## config.mk

```make
export PLATFORM = sky130hd
export DESIGN_NAME = square_channel_with_sweep_control_top
export DESIGN_NICKNAME = d
export VERILOG_FILES = /design/src/sqch_pkg.sv /design/src/square_channel_with_sweep_control_top.sv /design/src/sqch_core.sv
export SDC_FILE = /design/constraint.sdc
export NUM_CORES = 1
export LEC_CHECK = 0
export ABC_CLOCK_PERIOD_IN_PS = 8800
export BUFFER_PORTS_ARGS = -buffer_cell sky130_fd_sc_hd__buf_2
export CAP_MARGIN = 30
export CELL_PAD_IN_SITES_DETAIL_PLACEMENT = 2
export CELL_PAD_IN_SITES_GLOBAL_PLACEMENT = 2
export CORE_ASPECT_RATIO = 1.25
export CORE_MARGIN = 1
export CORE_UTILIZATION = 40
export CTS_CLUSTER_SIZE = 10
export DETAILED_ROUTE_END_ITERATION = 7
export PLACE_DENSITY_LB_ADDON = 0.2
export SYNTH_ARGS = -nofsm -noshare
export SYNTH_HDL_FRONTEND = slang
export SYNTH_HIERARCHICAL = 1
export SYNTH_SLANG_ARGS = --single-unit
export TNS_END_PERCENT = 50
```

## constraint.sdc

```tcl
create_clock -name clk -period 8.8 [get_ports clk]
set_clock_uncertainty 0.1 [all_clocks]
set_input_delay 1.76 -clock clk [delete_from_list [all_inputs] [get_ports clk]]
set_output_delay 1.76 -clock clk [all_outputs]
set_load 0.01 [all_outputs]
```

## src/sqch_pkg.sv

```systemverilog
// ----------------------------------------------------------------------------
// sqch_pkg: shared types and constants of the square channel
// Defines the operation codes, the register addresses and the request and
// result records that pass between the top level and the channel core.
// ----------------------------------------------------------------------------
package sqch_pkg;

  typedef enum logic [2:0] {
    OP_WRITE    = 3'd0,
    OP_READ     = 3'd1,
    OP_LENGTH   = 3'd2,
    OP_ENVELOPE = 3'd3,
    OP_SWEEP    = 3'd4,
    OP_PERIOD   = 3'd5
  } op_t;

  localparam logic [15:0] ADDR_SWEEP       = 16'hFF10;
  localparam logic [15:0] ADDR_LENGTH_DUTY = 16'hFF11;
  localparam logic [15:0] ADDR_ENVELOPE    = 16'hFF12;
  localparam logic [15:0] ADDR_PERIOD_LOW  = 16'hFF13;
  localparam logic [15:0] ADDR_PERIOD_HIGH = 16'hFF14;

  localparam logic [10:0] PERIOD_MAX   = 11'h7FF;
  localparam logic [11:0] DIVIDER_WRAP = 12'h800;
  localparam logic [3:0]  VOLUME_MAX   = 4'd15;
  localparam logic [5:0]  LENGTH_MAX   = 6'd63;
  localparam logic [7:0]  MASK_DUTY    = 8'hC0;
  localparam logic [7:0]  MASK_LEN_EN  = 8'h40;
  localparam logic [7:0]  READ_ALL_ONE = 8'hFF;

  typedef struct packed {
    logic [2:0]  op;
    logic [15:0] bus_address;
    logic [7:0]  write_data;
  } req_t;

  typedef struct packed {
    logic [7:0]  read_data;
    logic        bad_address;
    logic        channel_on;
    logic [3:0]  volume_level;
    logic [10:0] current_period;
    logic [11:0] divider_value;
  } res_t;

endpackage

```

## src/square_channel_with_sweep_control_top.sv

```systemverilog
// ----------------------------------------------------------------------------
// square_channel_with_sweep_control_top: pulse channel with sweep and envelope
// Throughput: one request per cycle while out_stall is low; the request
// register feeds the channel core, whose combinational update and result
// logic fill the result register.
// Reset: synchronous, active low; clears both valid flags and all channel
// state (volume comes up at fifteen).
// ----------------------------------------------------------------------------
module square_channel_with_sweep_control_top (
  input  logic        clk,
  input  logic        rst_n,
  // request channel
  input  logic        in_valid,
  output logic        in_stall,
  input  logic [2:0]  in_op,
  input  logic [15:0] in_bus_address,
  input  logic [7:0]  in_write_data,
  // result channel
  output logic        out_valid,
  input  logic        out_stall,
  output logic [7:0]  out_read_data,
  output logic        out_bad_address,
  output logic        out_channel_on,
  output logic [3:0]  out_volume_level,
  output logic [10:0] out_current_period,
  output logic [11:0] out_divider_value
);

  logic           req_valid_r;
  sqch_pkg::req_t req_r;
  logic           out_valid_r;
  sqch_pkg::res_t res_r;
  sqch_pkg::res_t core_res;
  logic           advance;

  // Move the held request into the result register when that slot is
  // empty or its result is leaving this cycle; the channel state updates
  // on the same edge.
  assign advance  = req_valid_r && (!out_valid_r || !out_stall);
  // Hold the request side only while a held request cannot move on.
  assign in_stall = req_valid_r && !advance;

  always_ff @(posedge clk) begin
    if (!rst_n) begin
      req_valid_r <= 1'b0;
    end else if (in_valid && !in_stall) begin
      req_valid_r <= 1'b1;
    end else if (advance) begin
      req_valid_r <= 1'b0;
    end
  end

  always_ff @(posedge clk) begin
    if (in_valid && !in_stall) begin
      req_r.op          <= in_op;
      req_r.bus_address <= in_bus_address;
      req_r.write_data  <= in_write_data;
    end
  end

  sqch_core u_core (
    .clk   (clk),
    .rst_n (rst_n),
    .fire  (advance),
    .req   (req_r),
    .res   (core_res)
  );

  // Result register: load on advance, drop once taken.
  always_ff @(posedge clk) begin
    if (!rst_n) begin
      out_valid_r <= 1'b0;
    end else if (advance) begin
      out_valid_r <= 1'b1;
    end else if (!out_stall) begin
      out_valid_r <= 1'b0;
    end
  end

  always_ff @(posedge clk) begin
    if (advance) begin
      res_r <= core_res;
    end
  end

  assign out_valid          = out_valid_r;
  assign out_read_data      = res_r.read_data;
  assign out_bad_address    = res_r.bad_address;
  assign out_channel_on     = res_r.channel_on;
  assign out_volume_level   = res_r.volume_level;
  assign out_current_period = res_r.current_period;
  assign out_divider_value  = res_r.divider_value;

endmodule

```

## src/sqch_core.sv

```systemverilog
// ----------------------------------------------------------------------------
// sqch_core: channel registers and per-request update
// Holds the channel state, applies one request when fire is high and shows
// the result that the state after that request gives.
// ----------------------------------------------------------------------------
module sqch_core (
  input  logic            clk,
  input  logic            rst_n,
  input  logic            fire,
  input  sqch_pkg::req_t  req,
  output sqch_pkg::res_t  res
);

  logic [6:0]  sweep_r, sweep_nxt;
  logic [7:0]  length_duty_r, length_duty_nxt;
  logic [7:0]  envelope_r, envelope_nxt;
  logic [7:0]  period_low_r, period_low_nxt;
  logic [6:0]  period_high_r, period_high_nxt;
  logic        enabled_r, enabled_nxt;
  logic        active_r, active_nxt;
  logic [3:0]  volume_r, volume_nxt;
  logic [5:0]  length_cnt_r, length_cnt_nxt;
  logic [2:0]  env_cnt_r, env_cnt_nxt;
  logic [3:0]  sweep_cnt_r, sweep_cnt_nxt;
  logic [11:0] divider_r, divider_nxt;

  logic [10:0] period;
  logic [10:0] step;
  logic [11:0] period_up;
  logic [10:0] period_down;
  logic [2:0]  env_cnt_inc;
  logic [3:0]  sweep_cnt_inc;
  logic [5:0]  length_dec;
  logic [11:0] divider_inc;
  logic [7:0]  read_data;
  logic        bad_address;

  assign period        = {period_high_r[2:0], period_low_r};
  assign step          = period >> sweep_r[2:0];
  assign period_up     = {1'b0, period} + {1'b0, step};
  assign period_down   = period - step;
  assign env_cnt_inc   = env_cnt_r + 3'd1;
  assign sweep_cnt_inc = sweep_cnt_r + 4'd1;
  assign length_dec    = (length_cnt_r != 6'd0) ? length_cnt_r - 6'd1 : length_cnt_r;
  assign divider_inc   = divider_r + 12'd1;

  always_comb begin
    sweep_nxt       = sweep_r;
    length_duty_nxt = length_duty_r;
    envelope_nxt    = envelope_r;
    period_low_nxt  = period_low_r;
    period_high_nxt = period_high_r;
    enabled_nxt     = enabled_r;
    active_nxt      = active_r;
    volume_nxt      = volume_r;
    length_cnt_nxt  = length_cnt_r;
    env_cnt_nxt     = env_cnt_r;
    sweep_cnt_nxt   = sweep_cnt_r;
    divider_nxt     = divider_r;
    read_data       = 8'd0;
    bad_address     = 1'b0;
    case (sqch_pkg::op_t'(req.op))
      sqch_pkg::OP_WRITE: begin
        unique case (req.bus_address)
          sqch_pkg::ADDR_SWEEP:       sweep_nxt = req.write_data[6:0];
          sqch_pkg::ADDR_LENGTH_DUTY: length_duty_nxt = req.write_data;
          sqch_pkg::ADDR_ENVELOPE:    envelope_nxt = req.write_data;
          sqch_pkg::ADDR_PERIOD_LOW:  period_low_nxt = req.write_data;
          sqch_pkg::ADDR_PERIOD_HIGH: begin
            period_high_nxt = req.write_data[6:0];
            // trigger: enable, reload volume, restart the envelope and sweep counters, reload an empty length counter
            if (req.write_data[7]) begin
              enabled_nxt   = 1'b1;
              env_cnt_nxt   = 3'd0;
              volume_nxt    = envelope_r[7:4];
              sweep_cnt_nxt = 4'd0;
              active_nxt    = (envelope_r[2:0] != 3'd0) || (sweep_r[2:0] != 3'd0);
              if (length_cnt_r == 6'd0) begin
                length_cnt_nxt = sqch_pkg::LENGTH_MAX - length_duty_r[5:0];
              end
            end
          end
          default: bad_address = 1'b1;
        endcase
      end
      sqch_pkg::OP_READ: begin
        unique case (req.bus_address)
          sqch_pkg::ADDR_SWEEP:       read_data = {1'b0, sweep_r};
          sqch_pkg::ADDR_LENGTH_DUTY: read_data = length_duty_r & sqch_pkg::MASK_DUTY;
          sqch_pkg::ADDR_ENVELOPE:    read_data = envelope_r;
          sqch_pkg::ADDR_PERIOD_LOW:  read_data = sqch_pkg::READ_ALL_ONE;
          sqch_pkg::ADDR_PERIOD_HIGH: read_data = {1'b0, period_high_r} & sqch_pkg::MASK_LEN_EN;
          default:                    bad_address = 1'b1;
        endcase
      end
      sqch_pkg::OP_LENGTH: begin
        if (enabled_r) begin
          length_cnt_nxt = length_dec;
          if (period_high_r[6] && length_dec == 6'd0) begin
            enabled_nxt = 1'b0;
          end
        end
      end
      sqch_pkg::OP_ENVELOPE: begin
        if (active_r && envelope_r[2:0] != 3'd0) begin
          env_cnt_nxt = env_cnt_inc;
          if (env_cnt_inc >= envelope_r[2:0]) begin
            env_cnt_nxt = 3'd0;
            if (!envelope_r[3]) begin
              if (volume_r != 4'd0) volume_nxt = volume_r - 4'd1;
            end else if (volume_r < sqch_pkg::VOLUME_MAX) begin
              volume_nxt = volume_r + 4'd1;
            end
          end
        end
      end
      sqch_pkg::OP_SWEEP: begin
        if (active_r && sweep_r[6:4] != 3'd0) begin
          sweep_cnt_nxt = sweep_cnt_inc;
          // fire once the count passes the pace
          if (sweep_cnt_inc > {1'b0, sweep_r[6:4]}) begin
            sweep_cnt_nxt = 4'd0;
            if (!sweep_r[3]) begin
              if (period < sqch_pkg::PERIOD_MAX) begin
                if (period_up > {1'b0, sqch_pkg::PERIOD_MAX}) begin
                  enabled_nxt = 1'b0;
                end else begin
                  period_low_nxt  = period_up[7:0];
                  period_high_nxt = {period_high_r[6:3], period_up[10:8]};
                end
              end
            end else if (period != 11'd0) begin
              period_low_nxt  = period_down[7:0];
              period_high_nxt = {period_high_r[6:3], period_down[10:8]};
            end
          end
        end
      end
      sqch_pkg::OP_PERIOD: begin
        divider_nxt = (divider_inc == sqch_pkg::DIVIDER_WRAP) ? {1'b0, period} : divider_inc;
      end
      default: ;
    endcase
  end

  always_ff @(posedge clk) begin
    if (!rst_n) begin
      sweep_r       <= '0;
      length_duty_r <= '0;
      envelope_r    <= '0;
      period_low_r  <= '0;
      period_high_r <= '0;
      enabled_r     <= 1'b0;
      active_r      <= 1'b0;
      volume_r      <= sqch_pkg::VOLUME_MAX;
      length_cnt_r  <= '0;
      env_cnt_r     <= '0;
      sweep_cnt_r   <= '0;
      divider_r     <= '0;
    end else if (fire) begin
      sweep_r       <= sweep_nxt;
      length_duty_r <= length_duty_nxt;
      envelope_r    <= envelope_nxt;
      period_low_r  <= period_low_nxt;
      period_high_r <= period_high_nxt;
      enabled_r     <= enabled_nxt;
      active_r      <= active_nxt;
      volume_r      <= volume_nxt;
      length_cnt_r  <= length_cnt_nxt;
      env_cnt_r     <= env_cnt_nxt;
      sweep_cnt_r   <= sweep_cnt_nxt;
      divider_r     <= divider_nxt;
    end
  end

  always_comb begin
    res.read_data      = read_data;
    res.bad_address    = bad_address;
    res.channel_on     = enabled_nxt;
    res.volume_level   = volume_nxt;
    res.current_period = {period_high_nxt[2:0], period_low_nxt};
    res.divider_value  = divider_nxt;
  end

endmodule
```

==> results.toml, run 1 <==
[synth]
synth_cell_types = 77
synthesis.nets = 974
async_reset_ff_share_pct = 0
ys.warnings.count = 6
synth_seq_cells = 132
synth.cells.most_frequent = "100 x sky130_fd_sc_hd__nor2_1, 80 x sky130_fd_sc_hd__a21oi_1, 77 x sky130_fd_sc_hd__nand2_1"
synth.avg_cell_area_sq_um = 8.80
synth_top_area_cell = "sky130_fd_sc_hd__edfxtp_1"
synth_enable_flop_cells = 64
yosysSeqAreaShare_pct = 41.2
post_synth_inst_count = 907
post-synth-top-area-fraction_pct = 24.1
synth.top_cells.by_area = "sky130_fd_sc_hd__edfxtp_1 24%, sky130_fd_sc_hd__dfxtp_1 17%, sky130_fd_sc_hd__ha_1 5.3%"
yosys_most_used_dff = "sky130_fd_sc_hd__dfxtp_1"
yosysMostFrequentCell = "sky130_fd_sc_hd__nor2_1"
synth_area_sq_um = 7980

[run_status]
outcome = "completed"

[min_path]
min-delay-start = "u_core/env_cnt_r[1]"
worstHoldEndpoint = "u_core/env_cnt_r[1]"
hold-path-cell-count = 2
hp-class = "reg2reg"

[routing]
routed-via-count = 7498
viasPerCell = 6.13
antenna_violating_nets_left = 0
first_pass_iters = 5
detail_route.wl_per_cell_microns = 24.0
first_iter_violations = 442
totalWireLength_microns = 29400
remaining_drc_errors = 0

[sta]
final_number_of_setup_violating_endpoints = 0
setup_tns_final_ns = 0
hold_viol = 0
grt_setup_unrepaired = "false"
worst_slew_pin_slew_ns = 0.976
fin_hold_ws_ns = 0.370
period_share_pct = 53.1
timing.final.crit_period_ns = 4.67
maxSlewHeadroom_pct = 34.8
finalMaxSlewViolations = 0
final_critical_path_setup_slack_ns = 4.13
achievable-frequency_mhz = 214

[grt]
grt.total_usage_pct = 29.8
grt_pass1_vias = 8461
global_route_wire_length_before_repair_microns = 46500
overflow = 0
grt_start_max_net_pins = 59
antenna_found_initial = 0

[floorplan]
floorplan.io_pins = 70
floorplan.rows = 57
die-width_microns = 128
die_area_sq_um = 20500
floorplan.initialDensity_pct = 41.0
die_y_microns = 160
placeableCoreArea_sq_um = 19500

[power_and_ir_drop]
static-leakage-power_uw = 0.00352
totalPowerFinal_uw = 1520
power_density_nw_per_um2 = 169
swShare_pct = 25.9
comb_power_share_pct = 9.7
cell_internal_pwr_uw = 1130
clock_power_share_pct = 45.1
ir_worst_vdd_v = 0.000132
netSwitchingPower_uw = 395
seq_power_share_pct = 45.2

[cells_and_area]
layout.filler_cells = 2134
share_of_cells_above_drive_strength_1_pct = 13.5
syn2layout_area_growth_pct = 13.2
n_antenna_cell = 0
layout.nets = 1013

[worst_setup_path]
worst_r2r_startpoint = "u_core/sweep_r[1]"
cp.required_ns = 8.93
worstSetupPathType = "reg2reg"
worst-path-max-fanout = 19
rrSetupSlack_ns = 4.13
cp_capture_type = "flip-flop"
critical_path.reg2reg.endpoint = "out_current_period[3]"
r2r.worst_path.cells = 13
crit_arrival_ns = 4.80
setup.worst_path.start_class = "flip-flop"

[cts]
clkLatencyLatePin_ns = 0.43
clk_pin_slew_ns = 0.06
postCtsSetupRepairBufs = 0
clockBufferDepth = 2
cts_hold_buffers = 0
cts_root_buffer = "sky130_fd_sc_hd__clkbuf_16"
clock_tree.htree_level_count = 4
tritoncts = "built"
numClockSinks = 132
tritoncts.num_buffers = 17
ctsResizeCount = 0

[placement]
pre_cts_slack_ns = 4.17
gp_routability_congestion = 0.896
numPortBuffers = 69
dp.final_hpwl_microns = 21300

[run]
max_cap_viol_count = 0
## flip-flops by register name, indices dropped and copies added, names as in the netlist, 4 cells and up
signal and count:
u_core/volume_r 4, u_core/length_cnt_r 6, req_r 27, u_core/divider_r 12, u_core/period_high_r 4, u_core/sweep_r 7, out_volume_level 4, out_current_period 11
u_core/sweep_cnt_r 4, u_core/length_duty_r 8, out_read_data 8, u_core/envelope_r 8, u_core/period_low_r 8, out_divider_value 12
## cell usage in the layout, fill, tap and decap left out, types with 5 or more instances in the layout
| master | netlist | final |
|---|---|---|
| sky130_fd_sc_hd__ha_1 | 34 | 34 |
| sky130_fd_sc_hd__or3_1 | 7 | 7 |
| sky130_fd_sc_hd__a32oi_1 | 5 | 5 |
| sky130_fd_sc_hd__dfxtp_1 | 68 | 68 |
| sky130_fd_sc_hd__a21oi_1 | 80 | 80 |
| sky130_fd_sc_hd__nor3_1 | 25 | 25 |
| sky130_fd_sc_hd__o21ai_0 | 58 | 58 |
| sky130_fd_sc_hd__a31oi_1 | 8 | 8 |
| sky130_fd_sc_hd__nor2_1 | 100 | 100 |
| sky130_fd_sc_hd__nand2b_1 | 5 | 5 |
| sky130_fd_sc_hd__o22ai_1 | 5 | 5 |
| sky130_fd_sc_hd__buf_2 | 6 | 69 |
| sky130_fd_sc_hd__nor2b_1 | 17 | 16 |
| sky130_fd_sc_hd__buf_4 | 8 | 8 |
| sky130_fd_sc_hd__nand2_1 | 77 | 77 |
| sky130_fd_sc_hd__o211ai_1 | 8 | 8 |
| sky130_fd_sc_hd__a22oi_1 | 5 | 5 |
| sky130_fd_sc_hd__a211oi_1 | 16 | 16 |
| sky130_fd_sc_hd__xnor2_1 | 10 | 10 |
| sky130_fd_sc_hd__xor2_1 | 9 | 9 |
| sky130_fd_sc_hd__clkbuf_16 | 0 | 18 |
| sky130_fd_sc_hd__nor4_1 | 6 | 6 |
| sky130_fd_sc_hd__o32ai_1 | 6 | 6 |
| sky130_fd_sc_hd__a21o_1 | 6 | 6 |
| sky130_fd_sc_hd__mux2i_1 | 31 | 31 |
| sky130_fd_sc_hd__edfxtp_1 | 64 | 64 |
| sky130_fd_sc_hd__nand3b_1 | 6 | 6 |
| sky130_fd_sc_hd__nor3b_1 | 5 | 5 |
| sky130_fd_sc_hd__nand3_1 | 39 | 39 |
| sky130_fd_sc_hd__inv_1 | 40 | 40 |
| sky130_fd_sc_hd__and3_1 | 8 | 8 |
| sky130_fd_sc_hd__nand4_1 | 12 | 12 |
| sky130_fd_sc_hd__o31ai_1 | 9 | 9 |
| sky130_fd_sc_hd__o21a_1 | 5 | 5 |
## metal layers
| metal | vias up | GRT usage, % | routed length (microns) |
|---|---|---|---|
| met5 | - | 0 | 0 |
| met4 | 0 | 13.4 | 1160 |
| met3 | 82 | 4.22 | 861 |
| met2 | 180 | 54.7 | 15600 |
| met1 | 3834 | 33.5 | 11800 |
| li1 | 3402 | - | - |
## worst max-delay path by stage
stage | startpoint | to | slack, ns | depth (start not counted)
final | u_core/sweep_r[1] | out_current_period[3] | 4.13 | 13
after detailed placement | out_stall | u_core/envelope_r[3] | 4.17 | 8
after global placement | u_core/sweep_r[1] | out_current_period[8] | 4.27 | 13
after CTS | u_core/sweep_r[1] | out_current_period[8] | 4.12 | 13
after floorplan | out_stall | u_core/divider_r[3] | 2.35 | 6
after global routing | u_core/sweep_r[1] | out_current_period[3] | 3.72 | 13
## critical path, cell delays in order (launching register included)
cell and delay [ns]:
sky130_fd_sc_hd__dfxtp_1 0.84, sky130_fd_sc_hd__mux2_2 0.42, sky130_fd_sc_hd__nor2_1 0.10, sky130_fd_sc_hd__a21oi_1 0.07
sky130_fd_sc_hd__a21oi_1 0.25, sky130_fd_sc_hd__ha_1 0.34, sky130_fd_sc_hd__nor3b_1 0.13, sky130_fd_sc_hd__o311ai_1 0.36
sky130_fd_sc_hd__a31oi_1 0.15, sky130_fd_sc_hd__o41ai_1 0.65, sky130_fd_sc_hd__nand3_1 0.37, sky130_fd_sc_hd__o21ai_0 0.26
sky130_fd_sc_hd__a222oi_1 0.13, sky130_fd_sc_hd__o21ai_0 0.28
## final cells by class
| type | count | area, sq um | share of cell area (%) |
|---|---|---|---|
| tap | 265 | 332 | 3.67 |
| timing repair buffer | 77 | 405 | 4.49 |
| sequential | 132 | 3280 | 36.3 |
| multi-input combinational | 677 | 4300 | 47.6 |
| clock inverter | 9 | 77.6 | 0.859 |
| inverter | 41 | 154 | 1.70 |
| clock buffer | 23 | 479 | 5.30 |
## per-stage QoR
| stage | instance area (sq um) | std cells | utilization, % |
|---|---|---|---|
| 2_1_floorplan | 7980 | 907 | - |
| 5_1_grt | 9030 | 1224 | 46.4 |
| 4_1_cts | 9030 | 1224 | 46.4 |
| 6_report | 9030 | 1224 | 46.4 |
| 3_5_place_dp | 8480 | 1192 | 43.5 |
| 3_3_place_gp | 8470 | 1191 | 43.5 |
## cell families after synthesis
family / count (synthesis) / synth area share, %
AND/OR/NAND/NOR: 333 / 20.8
AO/OA/AOI/OAI: 254 / 20.3
flip-flops: 132 / 41.2
buffers and inverters: 98 / 5.08
adder cells (fa/ha/maj): 36 / 5.83
multiplexers: 35 / 4.74
XOR/XNOR: 19 / 2.09
## power groups by stage
stage / registers, uW / clock network (uW) / logic, uW
after floorplan: 692 / 0 / 95.3
after CTS: 689 / 695 / 148
after global placement: 700 / 0 / 140
final: 689 / 687 / 147
after detailed placement: 701 / 0 / 146
after global routing: 691 / 720 / 159
No activity file was read; power rests on OpenSTA's default activity.
==> run 2, diff against run 1 <==
--- a/config.mk
+++ b/config.mk
@@ -5,14 +5,14 @@
 export SDC_FILE = /design/constraint.sdc
 export NUM_CORES = 1
 export LEC_CHECK = 0
-export ABC_CLOCK_PERIOD_IN_PS = 8800
+export ABC_CLOCK_PERIOD_IN_PS = 3950
 export BUFFER_PORTS_ARGS = -buffer_cell sky130_fd_sc_hd__buf_2
 export CAP_MARGIN = 30
 export CELL_PAD_IN_SITES_DETAIL_PLACEMENT = 2
 export CELL_PAD_IN_SITES_GLOBAL_PLACEMENT = 2
 export CORE_ASPECT_RATIO = 1.25
 export CORE_MARGIN = 1
-export CORE_UTILIZATION = 40
+export CORE_UTILIZATION = 34
 export CTS_CLUSTER_SIZE = 10
 export DETAILED_ROUTE_END_ITERATION = 7
 export PLACE_DENSITY_LB_ADDON = 0.2
==> constraint.sdc (replaced) <==
create_clock -name clk -period 3.95 [get_ports clk]
set_clock_uncertainty 0.1 [all_clocks]
set_input_delay 0.79 -clock clk [delete_from_list [all_inputs] [get_ports clk]]
set_output_delay 0.79 -clock clk [all_outputs]
set_load 0.01 [all_outputs]
==> results.toml, run 2 (synthesis gave the netlist of run 1 again) <==
[worst_setup_path]
r2r.worst_path.cells = 15
crit_path_slowest_cell = "sky130_fd_sc_hd__dfxtp_1"
crit_path_max_incr_delay_ns = 0.52
critPathTopFamily = "compound AO/OA/AOI/OAI gates"
cp.required_ns = 4.15
path_depth = 15
cp_num_buf_inv = 2
cp_capture_type = "flip-flop"
worst-path-max-fanout = 5
worstSetupPathType = "reg2reg"
setup.worst_path.start_class = "flip-flop"
critical_path.cell_chain = "nor2b_1 -> a211oi_1 -> a211oi_1 -> a21oi_1 -> ha_1 -> nor3b_2 -> o311ai_2 -> a31oi_1 -> o41ai_2 -> buf_4 -> nand4_1 -> o211ai_1 -> a222oi_1 -> buf_4 -> a21oi_1"
crit_arrival_ns = 4.08

[routing]
antenna_violating_nets_left = 0
remaining_drc_errors = 9
viasPerCell = 5.88
routed-via-count = 7685
detail_route.wl_per_cell_microns = 23.6
first_iter_violations = 376
totalWireLength_microns = 30800
first_pass_iters = 8

[cells_and_area]
n_antenna_cell = 0
mostFrequentLayoutCell = "sky130_fd_sc_hd__nor2_1"
layout.filler_cells = 2550
number_of_flip_flops_in_the_largest_register = 27
share_of_cells_above_drive_strength_1_pct = 22.1
final-instance-count-excl-fill = 1308
finish.instance_area_sq_um = 9720
registers.top_by_ff_count = "req_r"
commonest_cells_after_routing_fill_and_taps_aside = "98 x sky130_fd_sc_hd__nor2_1, 77 x sky130_fd_sc_hd__nand2_1, 76 x sky130_fd_sc_hd__a21oi_1, 69 x sky130_fd_sc_hd__buf_2, 68 x sky130_fd_sc_hd__buf_4"
layout.nets = 1074
syn2layout_area_growth_pct = 21.9

[grt]
global_route_wire_length_before_repair_microns = 47200
met3_global_route_usage_pct = 3.56
grt.total_usage_pct = 25.7
met2_usage_pct = 47.6
grt_pass1_vias = 8252
overflow = 0
antenna_found_initial = 0
grt_start_max_net_pins = 44
globalRouteMet1Util_pct = 30.0
top_usage_layer_grt = "met2"

[floorplan]
floorplan.io_pins = 70
die-width_microns = 139
placeableCoreArea_sq_um = 23000
floorplan.initialDensity_pct = 34.6
die_y_microns = 173
die_area_sq_um = 24100
floorplan.rows = 62

[sta]
period_share_pct = 98.2
worst_slew_pin_slew_ns = 0.880
timing.final.crit_period_ns = 3.88
setup_tns_final_ns = 0
achievable-frequency_mhz = 258
final_critical_path_setup_slack_ns = 0.0693
hold_viol = 0
final_number_of_setup_violating_endpoints = 0
maxSlewHeadroom_pct = 41.3
fin_hold_ws_ns = 0.357
grt_setup_unrepaired = "true"
finalMaxSlewViolations = 0

[cts]
clockBufferDepth = 2
tritoncts = "built"
numClockSinks = 132
clk_pin_slew_ns = 0.07
cts_hold_buffers = 0
clkLatencyLatePin_ns = 0.43
tritoncts.num_buffers = 17
clock_tree.htree_level_count = 4
cts_root_buffer = "sky130_fd_sc_hd__clkbuf_16"

[min_path]
hold-path-cell-count = 2
hp-class = "reg2reg"

[power_and_ir_drop]
ir_worst_vdd_v = 0.000296
static-leakage-power_uw = 0.00388
power_density_nw_per_um2 = 372

[placement]
placed_cell_area_sq_um = 8950
pre_cts_slack_ns = -0.323
dp.final_hpwl_microns = 22400
numPortBuffers = 69
dpl.cell_count = 1274
gp_routability_congestion = 0.945

[run_status]
outcome = "finished with violations"
failing_checks = "design-rule violations"

[run]
max_cap_viol_count = 0
[run 2: tightest hold or removal path, cell delays in order (launching register included)]
cell and delay, ns:
sky130_fd_sc_hd__dfxtp_1 0.31, sky130_fd_sc_hd__nand2_1 0.05, sky130_fd_sc_hd__a21oi_1 0.05
[run 2: through the flow]
| stage | utilization [%] | power, uW |
|---|---|---|
| after floorplan | - | 1750 |
| after CTS | 41.7 | 3630 |
| final | 42.2 | 3610 |
| after global routing | 42.2 | 3730 |
| after global placement | 38.8 | 1910 |
| after detailed placement | 38.8 | 1930 |
[run 2: timing repair]
item,in CTS,in global routing
pin swaps,1,5
endpoints found under the setup margin,20,19
gates resized for setup,15,27
setup buffers,0,2
[run 2: per-layer routing]
layer / up-vias / share of wire (%)
met5: - / 0
met4: 0 / 2.9
met3: 60 / 3.4
met2: 203 / 52
met1: 3894 / 42
li1: 3528 / -
[run 2: path summary, 6_finish.rpt]
kind / slack [ns] / end / startpoint
setup / recovery: 0.07 / u_core/period_low_r[3] / u_core/period_low_r[3]
hold / removal: 0.36 / u_core/env_cnt_r[1] / u_core/env_cnt_r[1]
setup reg to reg: 0.07 / u_core/period_low_r[3] / u_core/period_low_r[3]
hold reg to reg: 0.36 / u_core/env_cnt_r[1] / u_core/env_cnt_r[1]
[run 2: cell type report]
cell class                      count  area, sq um  area share [%]
Clock buffer                       17          425            4.38
Clock inverter                     15          180            1.85
Inverter                           41          154            1.58
Multi-Input combinational cell    677         4450            45.7
Sequential cell                   132         3290            33.8
Tap cell                          288          360            3.71
Timing Repair Buffer              138          867            8.92
[run 2: power by group]
group | internal, uW | leakage (uW) | switching, uW
logic | 148 | 0.00244 | 245
registers | 1480 | 0.00115 | 39.6
clock network | 999 | 0.000287 | 701
total | 2630 | 0.00388 | 986
==> run 3, diff against run 2 <==
--- a/config.mk
+++ b/config.mk
@@ -18,6 +18,5 @@
 export PLACE_DENSITY_LB_ADDON = 0.2
 export SYNTH_ARGS = -nofsm -noshare
 export SYNTH_HDL_FRONTEND = slang
-export SYNTH_HIERARCHICAL = 1
 export SYNTH_SLANG_ARGS = --single-unit
 export TNS_END_PERCENT = 50
==> results.toml, run 3 <==
[synth]
post-synth-top-area-fraction_pct = 23.2
yosysMostFrequentCell = "sky130_fd_sc_hd__nor2_1"
synthesis.nets = 1003
synth.top_cells.by_area = "sky130_fd_sc_hd__edfxtp_1 23%, sky130_fd_sc_hd__dfxtp_1 16%, sky130_fd_sc_hd__mux2i_1 5.4%"
synth_area_sq_um = 8280
synth.avg_cell_area_sq_um = 8.85
synth_top_area_cell = "sky130_fd_sc_hd__edfxtp_1"
ys.warnings.count = 0
yosys_most_used_dff = "sky130_fd_sc_hd__dfxtp_1"
async_reset_ff_share_pct = 0
post_synth_inst_count = 935
yosysSeqAreaShare_pct = 39.7
synth_cell_types = 89
synth_enable_flop_cells = 64
synth.cells.most_frequent = "99 x sky130_fd_sc_hd__nor2_1, 85 x sky130_fd_sc_hd__a21oi_1, 78 x sky130_fd_sc_hd__nand2_1"
synth_seq_cells = 132

[power_and_ir_drop]
totalPowerFinal_uw = 3310
static-leakage-power_uw = 0.00384
power_density_nw_per_um2 = 333
ir_worst_vdd_v = 0.000308

[sta]
achievable-frequency_mhz = 260
finalMaxSlewViolations = 0
period_share_pct = 97.2
grt_setup_unrepaired = "true"
maxSlewHeadroom_pct = 36.3
setup_tns_final_ns = 0
final_number_of_setup_violating_endpoints = 0
final_critical_path_setup_slack_ns = 0.109
worst_slew_pin_slew_ns = 0.953
hold_viol = 0
timing.final.crit_period_ns = 3.84

[cells_and_area]
n_antenna_cell = 0
seq_area_sq_um = 3290
share_of_cells_above_drive_strength_1_pct = 20.7
number_of_flip_flops_in_the_largest_register = 27
total_area_of_multi_input_combinational_cells_sq_um = 4640
registers.top_by_ff_count = "req_r"
mostFrequentLayoutCell = "sky130_fd_sc_hd__nor2_1"
commonest_cells_after_routing_fill_and_taps_aside = "99 x sky130_fd_sc_hd__nor2_1, 82 x sky130_fd_sc_hd__a21oi_1, 78 x sky130_fd_sc_hd__nand2_1, 69 x sky130_fd_sc_hd__buf_2, 66 x sky130_fd_sc_hd__dfxtp_1"
layout.filler_cells = 2696
syn2layout_area_growth_pct = 19.9
layout.nets = 1103

[worst_setup_path]
critical_path.cell_chain = "buf_12 -> mux2i_2 -> mux2i_1 -> mux2i_1 -> ha_1 -> nor3_2 -> o31ai_1 -> a311o_1 -> o211a_1 -> a311o_1 -> a31o_1 -> a211oi_2"
worstSetupPathType = "reg2reg"
rrSetupSlack_ns = 0.11
cp_capture_type = "flip-flop"
crit_path_max_incr_delay_ns = 0.41
setup.worst_path.start_class = "flip-flop"
crit_path_slowest_cell = "sky130_fd_sc_hd__a311o_1"
cp.required_ns = 4.09
worst-path-max-fanout = 9
crit_arrival_ns = 3.98

[routing]
antenna_violating_nets_left = 0
first_iter_violations = 324
detail_route.wl_per_cell_microns = 22.6
viasPerCell = 5.71
first_pass_iters = 4
routed-via-count = 7836
totalWireLength_microns = 31100
remaining_drc_errors = 0

[grt]
top_usage_layer_grt = "met2"
antenna_found_initial = 0
grt_start_max_net_pins = 40
met2_usage_pct = 47.0
globalRouteMet1Util_pct = 29.0
global_route_wire_length_before_repair_microns = 48000
grt_pass1_vias = 8496
grt.total_usage_pct = 25.5
met3_global_route_usage_pct = 3.53
overflow = 0

[placement]
pre_cts_slack_ns = -0.0418
numPortBuffers = 69
gp_routability_congestion = 0.865
dp.final_hpwl_microns = 23500

[floorplan]
floorplan.rows = 63
die-width_microns = 142
floorplan.initialDensity_pct = 34.8
die_y_microns = 176
floorplan.io_pins = 70
placeableCoreArea_sq_um = 23800
die_area_sq_um = 25000

[cts]
clockBufferDepth = 2
tritoncts = "built"
clkLatencyLatePin_ns = 0.43
clock_tree.htree_level_count = 4
cts_hold_buffers = 0
postCtsSetupRepairBufs = 0
numClockSinks = 132
cts_root_buffer = "sky130_fd_sc_hd__clkbuf_16"
clk_pin_slew_ns = 0.06
tritoncts.num_buffers = 17

[min_path]
hp-class = "reg2reg"

[run]
max_cap_viol_count = 0

[run_status]
outcome = "completed"
run 3: cell count changes in the layout (fill, tap and decap cells not counted), sizes merged, moves of 7 or more:
cell / change
mux2i: +14
nor4: +13
a211o: +7
inv: +8
nand3: -14
nor2b: -10
run 3: worst paths after layout:
kind                  startpoint                    end  cells past startpoint
max            u_core.sweep_r[1]  out_current_period[1]                     12
min          u_core.env_cnt_r[1]    u_core.env_cnt_r[1]                      2
max reg2reg    u_core.sweep_r[1]  out_current_period[1]                     12
min reg2reg  u_core.env_cnt_r[1]    u_core.env_cnt_r[1]                      2
run 3: power breakdown:
group / total [uW] / switching (uW) / internal [uW]
clock: 1490 / 632 / 854
combinational: 296 / 189 / 106
sequential: 1530 / 45.5 / 1480
total: 3310 / 867 / 2440
run 3: what timing repair did:
item | in CTS | in global routing
cloned | 0 | 0
gates resized for setup | 2 | 19
endpoints found under the setup margin | 3 | 14
pin swaps | 0 | 1
run 3: critical path: cells and delay by family, from the launching register on:
kind	cells	cell delay (ns)
adders and majority gates	1	0.32
buffers and inverters	1	0.16
and+or+nand+nor	1	0.24
DFF	1	0.39
AOI/OAI and AO/OA	6	1.83
muxes	3	0.62
run 3: cell type report:
type | instances | share of cell area, %
multi-input combinational | 698 | 46.8
sequential | 132 | 33.1
timing repair buffer | 135 | 8.60
clock buffer | 17 | 4.29
tap | 325 | 4.10
inverter | 51 | 1.93
clock inverter | 15 | 1.17
run 3: metal layers:
layer,wire [microns],vias to the layer above
met5,0,-
met4,1200,0
met3,740,56
met2,16400,136
met1,12800,3977
li1,-,3667
run 3: through the flow:
stage               hold WS, ns  cells  instance area [sq um]  utilization (%)
floorplan                 0.336    935                   8280                -
global placement          0.344   1341                   9300             39.1
detailed placement        0.358   1341                   9300             39.1
CTS                       0.366   1373                   9840             41.4
global route              0.385   1373                   9920             41.7
finish                    0.360   1373                   9920             41.7
run 3: kinds of logic after synthesis:
logic type / after synthesis / synth area share [%]
and+or+nand+nor: 321 / 19.8
adders and majority gates: 37 / 5.77
buffers and inverters: 105 / 5.23
AOI/OAI and AO/OA: 280 / 22.5
muxes: 46 / 5.58
xor gates and xnor gates: 14 / 1.48
DFF: 132 / 39.7
